**src/pfn_pkg.sv**
```systemverilog
// package for the polygon face normal block
// shared widths, status codes and the front-to-back queue entry type
package pfn_pkg;

    localparam int MaxVertices = 64;
    localparam int CoordBits = 16;
    localparam int NormFracBits = 14;
    localparam int CntBits = $clog2(MaxVertices + 1);
    localparam int SumBits = 2 * CoordBits + 2 + $clog2(MaxVertices + 2) + 1;
    localparam int MagBits = 30;
    localparam int QBits = NormFracBits + 1;
    localparam int LenBits = 2 * MagBits + 2;
    localparam int ProdBits = 2 * QBits + LenBits;
    localparam int QueueDepth = 4;
    localparam int QPtrBits = $clog2(QueueDepth);

    localparam logic [1:0] StatusOk = 2'd0;
    localparam logic [1:0] StatusFew = 2'd1;
    localparam logic [1:0] StatusZero = 2'd2;
    localparam logic [1:0] StatusMany = 2'd3;

    typedef logic signed [CoordBits-1:0] coord_t;
    typedef struct packed {
        coord_t x;
        coord_t y;
        coord_t z;
    } vec_t;

    // one corner to add, a closing marker, or both at once
    typedef struct packed {
        logic close;
        logic corner;
        logic [1:0] status;
        vec_t a;
        vec_t b;
        vec_t c;
    } job_t;

endpackage

```
**src/pfn_queue.sv**
```systemverilog
// small job fifo between front and back parts
// depends on pfn_pkg
module pfn_queue (
    input  logic           aclk,
    input  logic           aresetn,
    input  logic           wr_valid,
    output logic           wr_ready,
    input  pfn_pkg::job_t  wr_data,
    output logic           rd_valid,
    input  logic           rd_ready,
    output pfn_pkg::job_t  rd_data
);
    import pfn_pkg::*;

    job_t mem_reg [QueueDepth];
    logic [QPtrBits-1:0] wp_reg, rp_reg;
    logic [QPtrBits:0] cnt_reg;
    logic wr_fire, rd_fire;

    assign wr_ready = cnt_reg != (QPtrBits+1)'(QueueDepth);
    assign rd_valid = cnt_reg != '0;
    assign rd_data = mem_reg[rp_reg];
    assign wr_fire = wr_valid && wr_ready;
    assign rd_fire = rd_valid && rd_ready;

    always_ff @(posedge aclk) begin
        if (!aresetn) begin
            wp_reg <= '0;
            rp_reg <= '0;
            cnt_reg <= '0;
        end else begin
            if (wr_fire) wp_reg <= wp_reg + 1'b1;
            if (rd_fire) rp_reg <= rp_reg + 1'b1;
            cnt_reg <= cnt_reg + (QPtrBits+1)'(wr_fire) - (QPtrBits+1)'(rd_fire);
        end
        if (wr_fire) mem_reg[wp_reg] <= wr_data;
    end

`ifndef ASSERT_OFF
    a_ptr_gap: assert property (@(posedge aclk) disable iff (!aresetn)
        cnt_reg[QPtrBits-1:0] == QPtrBits'(wp_reg - rp_reg))
        else $error("queue pointers disagree with count");
    a_cnt_max: assert property (@(posedge aclk) disable iff (!aresetn)
        cnt_reg <= (QPtrBits+1)'(QueueDepth))
        else $error("queue overfilled");
    a_cnt_step: assert property (@(posedge aclk) disable iff (!aresetn)
        wr_fire && !rd_fire |=> cnt_reg == $past(cnt_reg) + 1'b1)
        else $error("queue count missed a write");
`endif

endmodule

```
**config.mk**
```make
export PLATFORM = sky130hd
export DESIGN_NAME = pfn_queue
export DESIGN_NICKNAME = d
export VERILOG_FILES = /design/src/pfn_pkg.sv /design/src/pfn_queue.sv
export SDC_FILE = /design/constraint.sdc
export NUM_CORES = 1
export LEC_CHECK = 0
export ABC_CLOCK_PERIOD_IN_PS = 4700
export BUFFER_PORTS_ARGS = -buffer_cell sky130_fd_sc_hd__clkbuf_2
export CAP_MARGIN = 20
export CORE_ASPECT_RATIO = 0.9
export CORE_UTILIZATION = 50
export CTS_CLUSTER_DIAMETER = 200
export DETAILED_ROUTE_END_ITERATION = 8
export PLACE_DENSITY = 0.74
export SLEW_MARGIN = 20
export SYNTH_ARGS = -nofsm -noshare
export SYNTH_HDL_FRONTEND = slang
export SYNTH_SLANG_ARGS = --single-unit
```
**constraint.sdc**
```tcl
create_clock -name aclk -period 4.7 [get_ports aclk]
set_clock_uncertainty 0.05 [all_clocks]
set_input_delay 0.235 -clock aclk [delete_from_list [all_inputs] [get_ports aclk]]
set_output_delay 0.235 -clock aclk [all_outputs]
set_load 0.01 [all_outputs]
```
==> parameters.txt, run 1 <==
Parameter                              Value

STA
  Worst slack on hold paths    0.0870 ns
  Least-Margin Pin Slew    0.923 ns
  Unrepaired setup endpoints after global routing    no
  Min Clock Period, post-route    about 3.0 ns
  Worst Slack Setup Final    1.69 ns
  Max Transition Viols Final    0
  Normalized max-slew margin    0.384
  Max Fclk    332 MHz
  # setup viols final    0
  Setup tns final    0 ns
  Share of the clock period used by the worst path    0.641
  Number of hold-slack violations in the final timing report    0

Detailed routing
  DRC errors left    0
  Total via count after detailed routing    10,400
  Total length of routed wires    42,600 um
  First-pass iteration count of the detailed router    5
  Initial drt markers    around 700
  Detail-routed net length per standard cell    22.3 um
  Per-cell via count in the routed design    5.46
  Number of routed nets with antenna violations    0

CTS
  Clock Latency Late Sink    about 0.58 ns
  Clock tree from TritonCTS    built
  Number of sinks driven by the clock tree    around 600
  Root buf cell    clkbuf_16
  Number of buffers on the longest clock path    3
  Clk pin slew, worst setup/hold paths    0.06 ns
  H-tree level count    2
  Post-CTS setup buffer count    0
  Cells resized by post-CTS repair    0
  TritonCTS buffer count    57
  Count of hold-fix buffers inserted at cts    149

Critical path
  Slack of the worst reg-to-reg path    1.88 ns
  Critical path data required time    approximately 4.4 ns
  Arrival time at the worst endpoint    roughly 2.7 ns
  Worst r2r dst    mem_reg[0][138]$_DFFE_PP_
  Worst reg2reg path depth    4
  Worst setup path class    reg2out
  Critical-path maximum fanout    42
  Worst Setup End Kind    output port
  Critical Path Source Type    flop
  Worst r2r src    cnt_reg[1]$_SDFF_PN0_

Layout
  Proportion of layout cells with a drive suffix above 1    0.400
  Layout fillers    2,838
  Layout Nets    between 1,000 and 1,500
  Layout Cells excl Fill    1,914
  Layout Area Growth over Synthesis    23.9%
  Flip-flop count of the largest register, all copies and words added    592

GRT
  First-pass GRT wire length    65,500 um
  Largest net degree at the start of global routing    about 130
  GRT Total Usage    0.195
  Overall overflow remaining after global route    0
  Via count of the first global-routing pass    around 11,000
  Antenna violations before repair    3

Worst hold path
  Hold Crit Start    rd_ready
  Type of the worst min-delay path    in2reg
  Cell depth of the worst min-delay path    4

Floorplanning
  Die extent in x    223 um
  Core outline area    43,200 sq um
  Cell row count    72
  Overall die height    201 um
  Die Area    ~45,000 sq um
  Top-Level Pins    a little over 300
  Starting Density    0.509

Power and ir drop
  Combinational share of power    0.218
  Worst IR drop on VDD    around 0.4 mV
  Sequential share of power    0.482
  Power per standard cell area    513 nW/um^2
  Lkg Pwr    ~9.2 nW
  Power, Total    0.0140 W
  Design internal power    0.0103 W
  P_sw    0.00367 W
  Clock network fraction of design power    0.300
  Sw Share    0.263

Placement
  Post-place setup slack    1.84 ns
  RD Place Congestion    0.743
  Detailed-placement wirelength estimate    between 20,000 and 25,000 um
  Placed cells    roughly 1,700
  Number of port buffers    301

Synthesis
  Cell types with the highest counts after synthesis    edfxtp_1, mux4_2, buf_2
  Gate count of the mapped netlist    821
  Cell taking the most area after synthesis    edfxtp_1
  Count of different cell masters after synthesis    23
  Top-count cell post-synth    edfxtp_1
  Net count after synthesis    980
  Number of synthesized flops with an enable pin    592
  Post-synthesis area per instance    ~27 sq um
  Number of synthesized register bits    601
  Synth warn    0
  Proportion of synthesized chip area in sequential cells    0.818
  Post-synthesis instance area    21,900 sq um
  Async S/R FF share, synth    0
  Predominant post-synthesis flop cell    edfxtp_1
  Synth top area share    0.810
  Leading cell types by total area after synthesis    edfxtp_1, mux4_2, buf_12

Job
  Number of maximum-capacitance violations    0

Outcome
  Outcome    completed
per-stage QoR:
stage / cell area, sq um / utilization
after global routing: 27200 / 0.630
after detailed placement: 24000 / 0.556
after CTS: 27200 / 0.630
after floorplan: 21900 / -
after global placement: 24000 / 0.556
final: 27200 / 0.630
layout make-up:
| type | instances | area (sq um) | area share |
|---|---|---|---|
| diodes | 2 | 5.00 | 0.000184 |
| clock buffers | 71 | 1480 | 0.0544 |
| clock inverters | 34 | 215 | 0.00791 |
| inverters | 5 | 18.8 | 0.000690 |
| multi-input cells | 181 | 3610 | 0.133 |
| flip-flops and latches | 601 | 18000 | 0.661 |
| well taps | 555 | 694 | 0.0255 |
| repair buffers | 465 | 3210 | 0.118 |
metal layers:
metal	wire [um]	global-route usage	share of wire
met1	17700	0.259	0.41
met2	21600	0.323	0.51
met4	983	0.0667	0.023
met5	8	0	0.00019
met3	2420	0.0423	0.057
worst max path at each step:
stage,startpoint,endpoint,cells after the start
3_3_place_gp,cnt_reg[1]$_SDFF_PN0_,mem_reg[0][24]$_DFFE_PP_,4
5_1_grt,flop,rd_data[101],3
2_1_floorplan,cnt_reg[1]$_SDFF_PN0_,mem_reg[0][0]$_DFFE_PP_,3
4_1_cts,flop,rd_data[101],3
3_5_place_dp,cnt_reg[1]$_SDFF_PN0_,mem_reg[0][24]$_DFFE_PP_,4
6_report,flop,rd_data[43],3
power groups by stage:
stage	Clock (W)	Sequential (W)	Combinational, W
floorplan	0	0.00671	0.00210
global placement	0	0.00682	0.00297
detailed placement	0	0.00686	0.00299
CTS	0.00429	0.00675	0.00310
global route	0.00448	0.00679	0.00327
finish	0.00419	0.00673	0.00305
cell usage in the layout (no fill, tap or decap), types with 5 or more instances in the layout:
cell type / n
edfxtp_1: 592
clkbuf_2: 301
dlygate4sd3_1: 149
mux4_2: 148
clkbuf_16: 57
clkinv_1: 18
clkbuf_1: 14
clkinv_2: 8
buf_12: 8
dfxtp_1: 7
buf_4: 7
ha_1: 6
inv_1: 5
nand2_1: 5
worst max-delay path: stages (launching register included):
cell,delay [ns]
dfxtp_4,0.97
buf_4,0.42
mux4_2,0.56
clkbuf_2,0.16
logic make-up (layout without fill, tap and decap cells):
family	count (synthesis)	after routing	synth area share
multiplexers	150	150	0.153
other	0	2	0
XOR/XNOR	4	4	0.00160
buffers and inverters	39	575	0.0176
AND/OR/NAND/NOR	17	17	0.00416
flip-flops	601	601	0.818
adder cells (fa/ha/maj)	7	7	0.00433
AO/OA/AOI/OAI	3	3	0.00114
No activity file was read; power rests on OpenSTA's default activity.
==> run 2: changes to the inputs <==
--- a/config.mk
+++ b/config.mk
@@ -5,14 +5,14 @@
 export SDC_FILE = /design/constraint.sdc
 export NUM_CORES = 1
 export LEC_CHECK = 0
-export ABC_CLOCK_PERIOD_IN_PS = 4700
+export ABC_CLOCK_PERIOD_IN_PS = 3100
 export BUFFER_PORTS_ARGS = -buffer_cell sky130_fd_sc_hd__clkbuf_2
 export CAP_MARGIN = 20
 export CORE_ASPECT_RATIO = 0.9
 export CORE_UTILIZATION = 50
 export CTS_CLUSTER_DIAMETER = 200
 export DETAILED_ROUTE_END_ITERATION = 8
-export PLACE_DENSITY = 0.74
+export PLACE_DENSITY = 0.71
 export SLEW_MARGIN = 20
 export SYNTH_ARGS = -nofsm -noshare
 export SYNTH_HDL_FRONTEND = slang
==> constraint.sdc (replaced) <==
create_clock -name aclk -period 3.1 [get_ports aclk]
set_clock_uncertainty 0.05 [all_clocks]
set_input_delay 0.155 -clock aclk [delete_from_list [all_inputs] [get_ports aclk]]
set_output_delay 0.155 -clock aclk [all_outputs]
set_load 0.01 [all_outputs]
==> run 2 against run 1 <==
  * Critical path type unchanged
  * Cell count is 0.84% higher
  * Wire length is 2.0% lower
  * Largest cell class unchanged
  * Global-route usage is 0.32 points lower
  * Register-to-register slack worse by 1.2 ns
==> parameters.txt, run 2 (same netlist as run 1, synthesis figures left out) <==
Parameter                              Value

STA
  Worst slack on hold paths    0.273 ns
  Normalized max-slew margin    0.602
  Max Transition Viols Final    0
  Share of the clock period used by the worst path    0.844
  Least-Margin Pin Slew    0.597 ns
  Max Fclk    382 MHz
  Min Clock Period, post-route    2.61 ns
  Worst Slack Setup Final    0.485 ns
  # setup viols final    0
  Unrepaired setup endpoints after global routing    no
  Number of hold-slack violations in the final timing report    0

Detailed routing
  Detailed-routed wire length on met2    21,100 um
  Total via count after detailed routing    10,300
  Top Layer Used    met4
  Met1 layer wirelength in the final routing    17,100 um
  Routed wire length on met3    2630 um
  Initial drt markers    614
  First-pass iteration count of the detailed router    4
  DRC errors left    0
  Number of routed nets with antenna violations    0
  Detail-routed net length per standard cell    roughly 22 um
  Per-cell via count in the routed design    5.32
  Total length of routed wires    41,800 um

CTS
  Clock tree from TritonCTS    built
  TritonCTS buffer count    57
  Number of sinks driven by the clock tree    601
  Clock Latency Late Sink    0.59 ns
  Count of hold-fix buffers inserted at cts    between 150 and 200
  Cells resized by post-CTS repair    0
  Clk pin slew, worst setup/hold paths    0.06 ns
  Number of buffers on the longest clock path    3
  H-tree level count    2
  Post-CTS setup buffer count    0
  Root buf cell    clkbuf_16

GRT
  Overall overflow remaining after global route    0
  First-pass GRT wire length    64,500 um
  GRT Total Usage    0.192
  Via count of the first global-routing pass    between 10,000 and 15,000
  Largest net degree at the start of global routing    a little over 80
  Antenna violations before repair    3

Critical path
  Critical-path maximum fanout    25
  Slack of the worst reg-to-reg path    0.69 ns
  Worst setup path class    reg2out
  Arrival time at the worst endpoint    2.41 ns
  Worst Setup End Kind    output port
  Critical Path Source Type    flop
  Critical path data required time    around 2.9 ns

Outcome
  Outcome    completed

Placement
  RD Place Congestion    0.731
  Placed inst area    24,200 sq um
  Placed cells    1,675
  Number of port buffers    between 300 and 400
  Detailed-placement wirelength estimate    24,100 um
  Post-place setup slack    0.707 ns

Floorplanning
  Core outline area    ~43,000 sq um
  Starting Density    0.509
  Top-Level Pins    302
  Die extent in x    223 um
  Die Area    44,700 sq um
  Overall die height    201 um
  Cell row count    72

Layout
  Layout Nets    1,490
  Top library cells by usage in the layout, fill and taps aside    edfxtp_1, clkbuf_2, dlygate4sd3_1, mux4_2, clkbuf_16
  Flip-flop count of the largest register, all copies and words added    592
  Commonest non-fill, non-tap cell in the layout    edfxtp_1
  Proportion of layout cells with a drive suffix above 1    0.405
  Layout Area Growth over Synthesis    25.0%
  Non-Filler Cell Area, Final    27,400 sq um
  Layout Cells excl Fill    1,930

Job
  Number of maximum-capacitance violations    0

Power and ir drop
  Power per standard cell area    777 nW/um^2
  Lkg Pwr    9.34 nW
  Worst IR drop on VDD    approximately 0.53 mV

Worst hold path
  Type of the worst min-delay path    in2reg
run 2: cell types whose count changed in the layout (fill, tap and decap cells not counted), sizes merged, moves of 2 or more:
cell         change
bufinv           +2
dlygate4sd3      +3
clkinv           -5
clkinvlp         -3
buf             +17
run 2: where the power goes:
group | leakage [nW] | total (W) | switching, W | internal [W]
sequential | 5.50 | 0.0101 | 0.000300 | 0.00984
combinational | 3.01 | 0.00474 | 0.00243 | 0.00231
clock | 0.827 | 0.00644 | 0.00276 | 0.00368
total | 9.34 | 0.0213 | 0.00549 | 0.0158
run 2: worst max-delay path, cell delays in order, from the launching register on:
cell and delay, ns:
dfxtp_4 0.71, buf_4 0.37, mux4_2 0.55, clkbuf_2 0.16
run 2: per-stage QoR:
stage | setup TNS (ns) | util | power, W
global placement | 0 | 0.561 | 0.0149
CTS | 0 | 0.635 | 0.0216
detailed placement | 0 | 0.561 | 0.0150
finish | 0 | 0.636 | 0.0213
global route | 0 | 0.636 | 0.0222
floorplan | -94.03 | - | 0.0134
run 2: path summary, 6_finish.rpt:
check | depth (start not counted) | endpoint | from
worst max-delay path | 3 | rd_data[73] | flop
worst min-delay path | 2 | mem_reg[3][50]$_DFFE_PP_ | wr_data[50]
worst max register to register | 12 | cnt_reg[2]$_SDFF_PN0_ | cnt_reg[1]$_SDFF_PN0_
worst min register to register | 2 | wp_reg[1]$_SDFFE_PN0P_ | wp_reg[1]$_SDFFE_PN0P_
run 2: cell type report:
class                           count  area [sq um]
Sequential cell                   601         18000
Fill cell                        2848         15700
Multi-Input combinational cell    181          3610
Timing Repair Buffer              485          3430
Clock buffer                       72          1480
Tap cell                          555           694
Clock inverter                     28           221
Inverter                            5          18.8
Antenna cell                        3          7.51
run 2: layer usage:
| layer | global-route usage | vias to the layer above |
|---|---|---|
| met5 | 0 | - |
| met1 | 0.251 | 5343 |
| met3 | 0.0467 | 64 |
| li1 | - | 4581 |
| met2 | 0.319 | 286 |
| met4 | 0.0613 | 0 |
