==> src/pfn_pkg.sv <==
// package for the polygon face normal block
// shared widths, status codes and the front-to-back queue entry type
package pfn_pkg;

    localparam int MaxVertices = 64;
    localparam int CoordBits = 16;
    localparam int NormFracBits = 14;
    localparam int CntBits = $clog2(MaxVertices + 1);
    localparam int SumBits = 2 * CoordBits + 2 + $clog2(MaxVertices + 2) + 1;
    localparam int MagBits = 30;
    localparam int QBits = NormFracBits + 1;
    localparam int LenBits = 2 * MagBits + 2;
    localparam int ProdBits = 2 * QBits + LenBits;
    localparam int QueueDepth = 4;
    localparam int QPtrBits = $clog2(QueueDepth);

    localparam logic [1:0] StatusOk = 2'd0;
    localparam logic [1:0] StatusFew = 2'd1;
    localparam logic [1:0] StatusZero = 2'd2;
    localparam logic [1:0] StatusMany = 2'd3;

    typedef logic signed [CoordBits-1:0] coord_t;
    typedef struct packed {
        coord_t x;
        coord_t y;
        coord_t z;
    } vec_t;

    // one corner to add, a closing marker, or both at once
    typedef struct packed {
        logic close;
        logic corner;
        logic [1:0] status;
        vec_t a;
        vec_t b;
        vec_t c;
    } job_t;

endpackage

==> src/pfn_front.sv <==
// front part: takes vertices, tracks first/previous vertices and counts,
// emits corner and close jobs into the queue; depends on pfn_pkg
module pfn_front (
    input  logic           aclk,
    input  logic           aresetn,
    input  logic           in_valid,
    output logic           in_ready,
    input  pfn_pkg::vec_t  in_vtx,
    input  logic           in_last,
    output logic           job_valid,
    input  logic           job_ready,
    output pfn_pkg::job_t  job
);
    import pfn_pkg::*;

    typedef enum logic [2:0] {
        F_RUN   = 3'b001,
        F_WRAP1 = 3'b010,
        F_WRAP2 = 3'b100
    } fstate_t;

    fstate_t state_reg, state_next;
    vec_t f0_reg, f1_reg, p0_reg, p1_reg;
    vec_t f0_next, f1_next, p0_next, p1_next;
    logic [CntBits-1:0] cnt_reg, cnt_next;
    logic ovf_reg, ovf_next;
    logic [1:0] cls_stat;

    assign in_ready = (state_reg == F_RUN) && job_ready;

    always_comb begin
        state_next = state_reg;
        f0_next = f0_reg;
        f1_next = f1_reg;
        p0_next = p0_reg;
        p1_next = p1_reg;
        cnt_next = cnt_reg;
        ovf_next = ovf_reg;
        job_valid = 1'b0;
        job = '0;
        cls_stat = StatusOk;
        unique case (state_reg)
            F_RUN: begin
                if (in_valid && job_ready) begin
                    if (cnt_reg >= CntBits'(MaxVertices)) begin
                        ovf_next = 1'b1;
                    end else begin
                        if (cnt_reg == '0) f0_next = in_vtx;
                        if (cnt_reg == CntBits'(1)) f1_next = in_vtx;
                        if (cnt_reg >= CntBits'(2)) begin
                            job_valid = 1'b1;
                            job.corner = 1'b1;
                            job.a = p0_reg;
                            job.b = p1_reg;
                            job.c = in_vtx;
                        end
                        p0_next = p1_reg;
                        p1_next = in_vtx;
                        cnt_next = cnt_reg + 1'b1;
                    end
                    if (in_last) begin
                        if (ovf_next) cls_stat = StatusMany;
                        else if (cnt_next < CntBits'(3)) cls_stat = StatusFew;
                        if (cls_stat != StatusOk) begin
                            // no corner goes with this close: the back part drops the sum
                            job_valid = 1'b1;
                            job.close = 1'b1;
                            job.status = cls_stat;
                            cnt_next = '0;
                            ovf_next = 1'b0;
                        end else begin
                            state_next = F_WRAP1;
                        end
                    end
                end
            end
            F_WRAP1: begin
                job_valid = 1'b1;
                job.corner = 1'b1;
                job.a = p0_reg;
                job.b = p1_reg;
                job.c = f0_reg;
                if (job_ready) state_next = F_WRAP2;
            end
            F_WRAP2: begin
                job_valid = 1'b1;
                job.corner = 1'b1;
                job.close = 1'b1;
                job.status = StatusOk;
                job.a = p1_reg;
                job.b = f0_reg;
                job.c = f1_reg;
                if (job_ready) begin
                    state_next = F_RUN;
                    cnt_next = '0;
                    ovf_next = 1'b0;
                end
            end
            default: state_next = F_RUN;
        endcase
    end

    always_ff @(posedge aclk) begin
        if (!aresetn) begin
            state_reg <= F_RUN;
            cnt_reg <= '0;
            ovf_reg <= 1'b0;
        end else begin
            state_reg <= state_next;
            cnt_reg <= cnt_next;
            ovf_reg <= ovf_next;
        end
        f0_reg <= f0_next;
        f1_reg <= f1_next;
        p0_reg <= p0_next;
        p1_reg <= p1_next;
    end

`ifndef ASSERT_OFF
    a_wrap_no_take: assert property (@(posedge aclk) disable iff (!aresetn)
        state_reg != F_RUN |-> !in_ready)
        else $error("vertex taken during wrap");
    a_cnt_bound: assert property (@(posedge aclk) disable iff (!aresetn)
        cnt_reg <= CntBits'(MaxVertices))
        else $error("vertex count out of range");
    a_wrap_seq: assert property (@(posedge aclk) disable iff (!aresetn)
        state_reg == F_WRAP1 && job_ready |=> state_reg == F_WRAP2)
        else $error("wrap sequence broken");
`endif

endmodule

==> config.mk <==
export PLATFORM = sky130hd
export DESIGN_NAME = pfn_front
export DESIGN_NICKNAME = d
export VERILOG_FILES = /design/src/pfn_pkg.sv /design/src/pfn_front.sv
export SDC_FILE = /design/constraint.sdc
export NUM_CORES = 1
export LEC_CHECK = 0
export BUFFER_PORTS_ARGS = -buffer_cell sky130_fd_sc_hd__buf_2
export CORE_MARGIN = 1.5
export CORE_UTILIZATION = 30
export CTS_CLUSTER_DIAMETER = 40
export DETAILED_ROUTE_END_ITERATION = 10
export HOLD_SLACK_MARGIN = 0.02
export MAX_ROUTING_LAYER = met4
export PLACE_DENSITY_LB_ADDON = 0.08
export SYNTH_ARGS = -nofsm -noshare
export SYNTH_HDL_FRONTEND = slang
export SYNTH_SLANG_ARGS = --single-unit
==> constraint.sdc <==
create_clock -name aclk -period 11.1 [get_ports aclk]
set_input_delay 0.555 -clock aclk [delete_from_list [all_inputs] [get_ports aclk]]
set_output_delay 0.555 -clock aclk [all_outputs]
set_load 0.02 [all_outputs]
==> impl_table.tex, run 1 <==
\begin{tabular}{lr}
\hline
Metric & Value \\
\hline
\multicolumn{2}{l}{\textbf{Worst setup path}} \\
Peak per-stage delay on the critical path & 0.66 ns \\
Crit-path most repeated cell & sky130\_fd\_sc\_hd\_\_buf\_4 \\
Internal reg-to-reg setup slack & 7.99 ns \\
Kind of start point of the critical path & register \\
Sort of element at the end of the critical path & primary output \\
Worst flop-to-flop path endpoint & f1\_reg[2] \\
Worst-case reg-to-reg path depth & 5 \\
Crit Path Max Fanout & 61 \\
Critical path, cell by cell & nor3b\_2, buf\_4, or2\_4, buf\_4, a22o\_1, buf\_2 \\
Worst Setup Path Type & register to primary output \\
CP arrival & 3.46 ns \\
Required @ worst endpoint & 10.55 ns \\
Launch point of the worst reg-to-reg path & state\_reg[0] \\
Cell with the largest stage delay on the worst path & sky130\_fd\_sc\_hd\_\_buf\_4 \\
\multicolumn{2}{l}{\textbf{Global routing}} \\
Pin count of the biggest net entering global routing & 87 \\
Initial antenna violation count & 1 \\
Total congestion overflow & 0 \\
Overall fraction of global-route tracks in use & 0.163 \\
Number of global-route vias before repair & 6014 \\
First-pass GRT wire length & 35300 microns \\
\multicolumn{2}{l}{\textbf{Cells and area}} \\
Core utilization of the finished layout & 0.399 \\
Fraction of layout cells with a size suffix above 1 & 0.361 \\
P\&R area growth vs syn & 29.9\% \\
Number of nets in the layout & 795 \\
\multicolumn{2}{l}{\textbf{Yosys}} \\
Number of flip-flops and latches in the synthesized netlist & 203 \\
Top post-synthesis cells by area & sky130\_fd\_sc\_hd\_\_edfxtp\_1 (69\%), sky130\_fd\_sc\_hd\_\_a22o\_1 (10\%), sky130\_fd\_sc\_hd\_\_a222oi\_1 (5.8\%) \\
Xor/xnor cell area share of the yosys netlist & 0.00105 \\
Fraction of registers with async set or reset after synthesis & 0 \\
Register area share after synthesis & 0.719 \\
Cell type with the highest aggregate area in the netlist & sky130\_fd\_sc\_hd\_\_edfxtp\_1 \\
Average size of a mapped cell & 15.6 sq um \\
Multiplexer share of the synthesized area & 0 \\
Most used standard cells in the synthesized netlist & sky130\_fd\_sc\_hd\_\_edfxtp\_1 (192), sky130\_fd\_sc\_hd\_\_a22o\_1 (96), sky130\_fd\_sc\_hd\_\_inv\_1 (58), sky130\_fd\_sc\_hd\_\_a222oi\_1 (48), sky130\_fd\_sc\_hd\_\_clkbuf\_1 (28) \\
Dominant combinational cell family by area after synthesis & compound AO/OA/AOI/OAI gates \\
EDFF count, synth & 192 \\
Post-synthesis share of cell area spent on full adders, half adders and majority gates & 0.00451 \\
Number of different library cells in the post-synthesis netlist & 43 \\
Synth Net Count & 589 \\
Dominant synthesized flop cell & sky130\_fd\_sc\_hd\_\_edfxtp\_1 \\
Share of the synthesized area in compound gates (AO/OA/AOI/OAI) & 0.187 \\
Cell count after synthesis & 533 \\
Number of synthesis warnings & 0 \\
Simple logic cell fraction of the synthesized area & 0.0370 \\
Share of the synthesized area in the top cell type & 0.693 \\
Cell area after technology mapping & 0.00832 sq mm \\
Most common cell in the synthesized netlist & sky130\_fd\_sc\_hd\_\_edfxtp\_1 \\
\multicolumn{2}{l}{\textbf{Clock network}} \\
Cts repair resizes & 0 \\
Clk Latency, worst-skew pair & 0.49 ns \\
CTS clock-pin slew for the worst setup and hold paths & 0.06 ns \\
H-tree depth & 2 \\
Post-CTS setup buffer count & 0 \\
Count of clock tree sinks & 203 \\
Root cell of the clock tree & sky130\_fd\_sc\_hd\_\_clkbuf\_16 \\
Count of hold-fix buffers inserted at cts & 0 \\
Clock buffer count from CTS & 36 \\
CTS tree & yes \\
Max clock buf depth & 3 \\
\multicolumn{2}{l}{\textbf{Power}} \\
Leak pwr & 0.00457 uW \\
Worst-case vdd ir drop & 0.0953 mV \\
Power per standard cell area & 182 mW/mm\^{}2 \\
Internal power consumption & 1530 uW \\
Flop pwr share & 0.451 \\
Combinational cell fraction of total power & 0.025 \\
Sw power & 433 uW \\
Overall power after layout & 1960 uW \\
Sw frac & 0.220 \\
Clk network pwr share & 0.523 \\
\multicolumn{2}{l}{\textbf{Placed design}} \\
Global placer's final weighted congestion & 0.805 \\
Port Buffer Count & 202 \\
Detailed placer's ending HPWL & 13900 microns \\
\multicolumn{2}{l}{\textbf{Timing}} \\
Final Hold Viols & 0 \\
Worst slew margin relative to its limit & 0.363 \\
Share of the cycle needed by the critical path after routing & 0.361 \\
Slew of the pin with the lowest slew margin & 0.956 ns \\
Maximum clock frequency & 249 MHz \\
Post-Route Setup TNS & 0 ns \\
Number of endpoints failing setup at the final stage & 0 \\
RSZ-0062 raised after global routing & false \\
Worst-case clock skew & 0.00890 ns \\
Number of pins with negative max-slew slack in the final report & 0 \\
Crit path time final & 4.01 ns \\
\multicolumn{2}{l}{\textbf{Route}} \\
Post-DR wirelength/cell & 20.2 microns \\
Routed vias/inst & 5.11 \\
Routed WL & 23000 microns \\
Via total after detailed routing & 5811 \\
Drt drc & 0 \\
Antenna-violating nets left & 0 \\
First drt pass iteration count & 6 \\
Starting DRC count in detailed routing & 576 \\
\multicolumn{2}{l}{\textbf{Flow run}} \\
Reported max-cap violation count & 0 \\
\multicolumn{2}{l}{\textbf{Die}} \\
Initial Util & 0.307 \\
Vertical die dimension & 170 microns \\
Die ar. & 0.0288 sq mm \\
Number of standard-cell rows in the floorplan & 60 \\
Width of the chip & 170 microns \\
Top-level I/O count & 203 \\
Core region area & 0.0271 sq mm \\
\multicolumn{2}{l}{\textbf{Worst hold path}} \\
Hold WC Path Type & primary input to register \\
Cell depth of the worst hold path & 1 \\
Worst min-delay path startpoint & in\_vtx[30] \\
Hold Path End & p1\_reg[30] \\
\multicolumn{2}{l}{\textbf{Status}} \\
Result of the run & completed \\
\hline
\end{tabular}
==> worst max path at each step <==
stage	start	depth (start not counted)	endpoint	slack [ns]
after detailed placement	state_reg[1]	6	job[111]	7.55
after global placement	state_reg[1]	6	job[111]	7.59
after CTS	state_reg[1]	6	job[111]	7.01
after global routing	state_reg[1]	6	job[140]	6.80
after floorplan	job_ready	3	f0_reg[0]	1.36
final	state_reg[1]	6	job[111]	7.09
==> logic make-up after synthesis <==
family,Yosys count
compound gates,176
xor+xnor,1
fa+ha+maj,3
buf+inv,101
flops,203
simple gates,49
==> cell type report <==
type | count | area [sq um]
diodes | 1 | 2.50
well taps | 372 | 465
flip-flops and latches | 203 | 5990
fillers | 2558 | 16300
clock inverters | 19 | 176
repair buffers | 211 | 1080
multi-input cells | 229 | 1930
inverters | 58 | 218
clock buffers | 45 | 956
==> worst max-delay path, delay by kind of cell (launching register included) <==
kind | cells | cell delay [ns]
compound gates | 1 | 0.28
flops | 1 | 0.44
buf+inv | 3 | 1.44
simple gates | 2 | 0.76
==> cells in the final DEF, fill, tap and decap left out, types with 2 or more instances in the layout <==
cell type and count:
sky130_fd_sc_hd__a21oi_1 8, sky130_fd_sc_hd__a222oi_1 48, sky130_fd_sc_hd__a22o_1 96, sky130_fd_sc_hd__a311oi_1 2, sky130_fd_sc_hd__a32o_1 2, sky130_fd_sc_hd__and3_1 4, sky130_fd_sc_hd__and3_2 2, sky130_fd_sc_hd__buf_2 202
sky130_fd_sc_hd__buf_4 9, sky130_fd_sc_hd__clkbuf_1 8, sky130_fd_sc_hd__clkbuf_16 37, sky130_fd_sc_hd__clkinv_2 4, sky130_fd_sc_hd__clkinv_4 3, sky130_fd_sc_hd__clkinvlp_4 3, sky130_fd_sc_hd__dfxtp_1 11, sky130_fd_sc_hd__edfxtp_1 192
sky130_fd_sc_hd__ha_1 3, sky130_fd_sc_hd__inv_1 58, sky130_fd_sc_hd__inv_6 2, sky130_fd_sc_hd__inv_8 5, sky130_fd_sc_hd__nand2_1 4, sky130_fd_sc_hd__nand2b_1 3, sky130_fd_sc_hd__nand3_1 2, sky130_fd_sc_hd__nand4_1 3
sky130_fd_sc_hd__nand4b_1 2, sky130_fd_sc_hd__nor2_1 6, sky130_fd_sc_hd__nor2b_1 3, sky130_fd_sc_hd__nor3_1 5, sky130_fd_sc_hd__nor3_2 2, sky130_fd_sc_hd__nor4_1 3, sky130_fd_sc_hd__o21a_1 3, sky130_fd_sc_hd__o21ai_0 7
sky130_fd_sc_hd__o22ai_1 2, sky130_fd_sc_hd__or3_1 3
==> power by group through the flow <==
stage                     registers [uW]  clock network [uW]  logic (uW)
after global placement               900                   0        49.6
final                                886                1030        49.9
after detailed placement             901                   0        51.5
after floorplan                      900                   0        21.0
after global routing                 889                1090        55.9
after CTS                            886                1050        51.5
==> stage by stage <==
stage	setup WS, ns	area, sq um	std cells	hold slack, ns
after floorplan	1.36	8320	533	0.451
after detailed placement	7.55	9680	1073	0.468
after CTS	7.01	10800	1137	0.254
after global placement	7.59	9680	1073	0.461
after global routing	6.80	10800	1138	0.264
final	7.09	10800	1138	0.281
==> routing by layer <==
layer  up-vias  wire length, microns  global-route usage
li1       2626                     -                   -
met1      2924                 10100               0.208
met2       223                 10900               0.255
met3        38                  1610              0.0431
met4         0                   420              0.0485
met5         -                     0                   -
Note: power is estimated with default switching activity, not from simulation.
==> run 2, diff against run 1 <==
==> constraint.sdc (replaced) <==
create_clock -name aclk -period 3.8 [get_ports aclk]
set_input_delay 0.19 -clock aclk [delete_from_list [all_inputs] [get_ports aclk]]
set_output_delay 0.19 -clock aclk [all_outputs]
set_load 0.02 [all_outputs]
==> run 2 against run 1 <==
Compared with the run above:
- design area is 5.6% higher
- count of clock-buffer cells in the layout is 5 lower
- combinational power grew to 3.9 times the previous value
- via count is 3.6% higher
==> impl_table.tex, run 2 (synthesis gave the netlist of run 1 again) <==
\begin{tabular}{lr}
\hline
Metric & Value \\
\hline
\multicolumn{2}{l}{\textbf{Timing}} \\
Share of the cycle needed by the critical path after routing & 0.803 \\
RSZ-0062 raised after global routing & false \\
Final Hold Viols & 0 \\
Final worst hold slack & 0.0494 ns \\
Worst-case clock skew & 0.0180 ns \\
Maximum clock frequency & 328 MHz \\
Worst slew margin relative to its limit & 0.334 \\
Number of pins with negative max-slew slack in the final report & 0 \\
Post-Route Setup TNS & 0 ns \\
Slew of the pin with the lowest slew margin & 0.999 ns \\
Crit path time final & 3.05 ns \\
Number of endpoints failing setup at the final stage & 0 \\
\multicolumn{2}{l}{\textbf{Global routing}} \\
Total congestion overflow & 0 \\
First-pass GRT wire length & 35700 microns \\
Overall fraction of global-route tracks in use & 0.166 \\
Pin count of the biggest net entering global routing & 88 \\
Number of global-route vias before repair & 6262 \\
Initial antenna violation count & 1 \\
\multicolumn{2}{l}{\textbf{Die}} \\
Number of standard-cell rows in the floorplan & 60 \\
Initial Util & 0.307 \\
Top-level I/O count & 203 \\
Die ar. & 0.0288 sq mm \\
Vertical die dimension & 170 microns \\
Core region area & 0.0271 sq mm \\
Width of the chip & 170 microns \\
\multicolumn{2}{l}{\textbf{Worst setup path}} \\
Peak per-stage delay on the critical path & 0.55 ns \\
Kind of start point of the critical path & register \\
Worst path buffer plus inverter count & 2 \\
CP arrival & 2.86 ns \\
Cell with the largest stage delay on the worst path & sky130\_fd\_sc\_hd\_\_or2\_4 \\
Cell class contributing the biggest share of worst-path delay & simple AND/OR/NAND/NOR gates \\
Crit. path cell count & 6 \\
Worst-case reg-to-reg path depth & 4 \\
Sort of element at the end of the critical path & primary output \\
Required @ worst endpoint & 3.61 ns \\
Crit Path Max Fanout & 57 \\
Worst Setup Path Type & register to primary output \\
Critical path, cell by cell & nor4\_4, a2111oi\_4, or2\_4, buf\_12, a22o\_1, buf\_2 \\
\multicolumn{2}{l}{\textbf{Route}} \\
Routed vias/inst & 5.07 \\
Routed WL & 23400 microns \\
Drt drc & 0 \\
Antenna-violating nets left & 0 \\
Starting DRC count in detailed routing & 468 \\
Via total after detailed routing & 6021 \\
Post-DR wirelength/cell & 19.7 microns \\
First drt pass iteration count & 8 \\
\multicolumn{2}{l}{\textbf{Cells and area}} \\
Most frequent cells in the layout & sky130\_fd\_sc\_hd\_\_buf\_2 (202), sky130\_fd\_sc\_hd\_\_edfxtp\_1 (192), sky130\_fd\_sc\_hd\_\_a22o\_1 (96) \\
Total of fill cells in the finished design & 2528 \\
Most common library cell in the layout ignoring fill and taps & sky130\_fd\_sc\_hd\_\_buf\_2 \\
FF+latch area & 0.00599 sq mm \\
Number of nets in the layout & 844 \\
P\&R area growth vs syn & 37.2\% \\
Area of combinational cells with multiple inputs & 0.00195 sq mm \\
Fraction of layout cells with a size suffix above 1 & 0.342 \\
Core utilization of the finished layout & 0.421 \\
\multicolumn{2}{l}{\textbf{Clock network}} \\
Root cell of the clock tree & sky130\_fd\_sc\_hd\_\_clkbuf\_16 \\
Cts repair resizes & 0 \\
Count of clock tree sinks & 203 \\
Max clock buf depth & 3 \\
Post-CTS setup buffer count & 0 \\
Clock buffer count from CTS & 37 \\
CTS tree & yes \\
H-tree depth & 2 \\
Clk Latency, worst-skew pair & 0.49 ns \\
Count of hold-fix buffers inserted at cts & 48 \\
CTS clock-pin slew for the worst setup and hold paths & 0.05 ns \\
\multicolumn{2}{l}{\textbf{Power}} \\
Overall power after layout & 5930 uW \\
Power per standard cell area & 519 mW/mm\^{}2 \\
Worst-case vdd ir drop & 0.297 mV \\
Leak pwr & 0.00481 uW \\
\multicolumn{2}{l}{\textbf{Worst hold path}} \\
Cell depth of the worst hold path & 2 \\
Hold WC Path Type & primary input to register \\
\multicolumn{2}{l}{\textbf{Placed design}} \\
Global placer's final weighted congestion & 0.765 \\
Port Buffer Count & 202 \\
Detailed placer's ending HPWL & 13900 microns \\
\multicolumn{2}{l}{\textbf{Flow run}} \\
Reported max-cap violation count & 0 \\
\multicolumn{2}{l}{\textbf{Status}} \\
Result of the run & completed \\
\hline
\end{tabular}
## run 2: stage by stage
step                worst slack, ns  area [sq um]  instances
floorplan                    -0.718          8360        533
global placement               1.33          9730       1073
detailed placement             1.26          9730       1073
CTS                           0.738         11400       1186
global route                  0.627         11400       1187
finish                        0.748         11400       1187
## run 2: worst paths after layout
path                startpoint          to  slack (ns)
hold / removal         aresetn     ovf_reg        0.05
setup reg to reg  state_reg[0]  f0_reg[40]        1.59
hold reg to reg     p1_reg[17]  p0_reg[17]        0.48
setup / recovery    cnt_reg[3]     job[98]        0.75
## run 2: worst reg2reg max path: cells and delay by family, from the launching register on
family | cells | cell delay, ns
simple gates | 3 | 1.02
flops | 1 | 0.51
buf+inv | 1 | 0.34
## run 2: report_power, final
group	internal, uW	switching [uW]	total (uW)
registers	2550	42.4	2590
clock network	2070	1080	3150
logic	74.2	119	193
total	4690	1240	5930
## run 2: per-layer routing
metal,share of wire,wire (microns),global-route usage
met1,0.43,9960,0.201
met2,0.49,11400,0.271
met3,0.068,1600,0.0415
met4,0.020,463,0.0539
met5,0,0,-
## run 2: area by class of cell
class	instances	share of cell area
flip-flops and latches	203	0.524
multi-input cells	229	0.171
repair buffers	259	0.140
clock buffers	40	0.0821
well taps	372	0.0408
clock inverters	25	0.0232
inverters	58	0.0191
diodes	1	0.000219
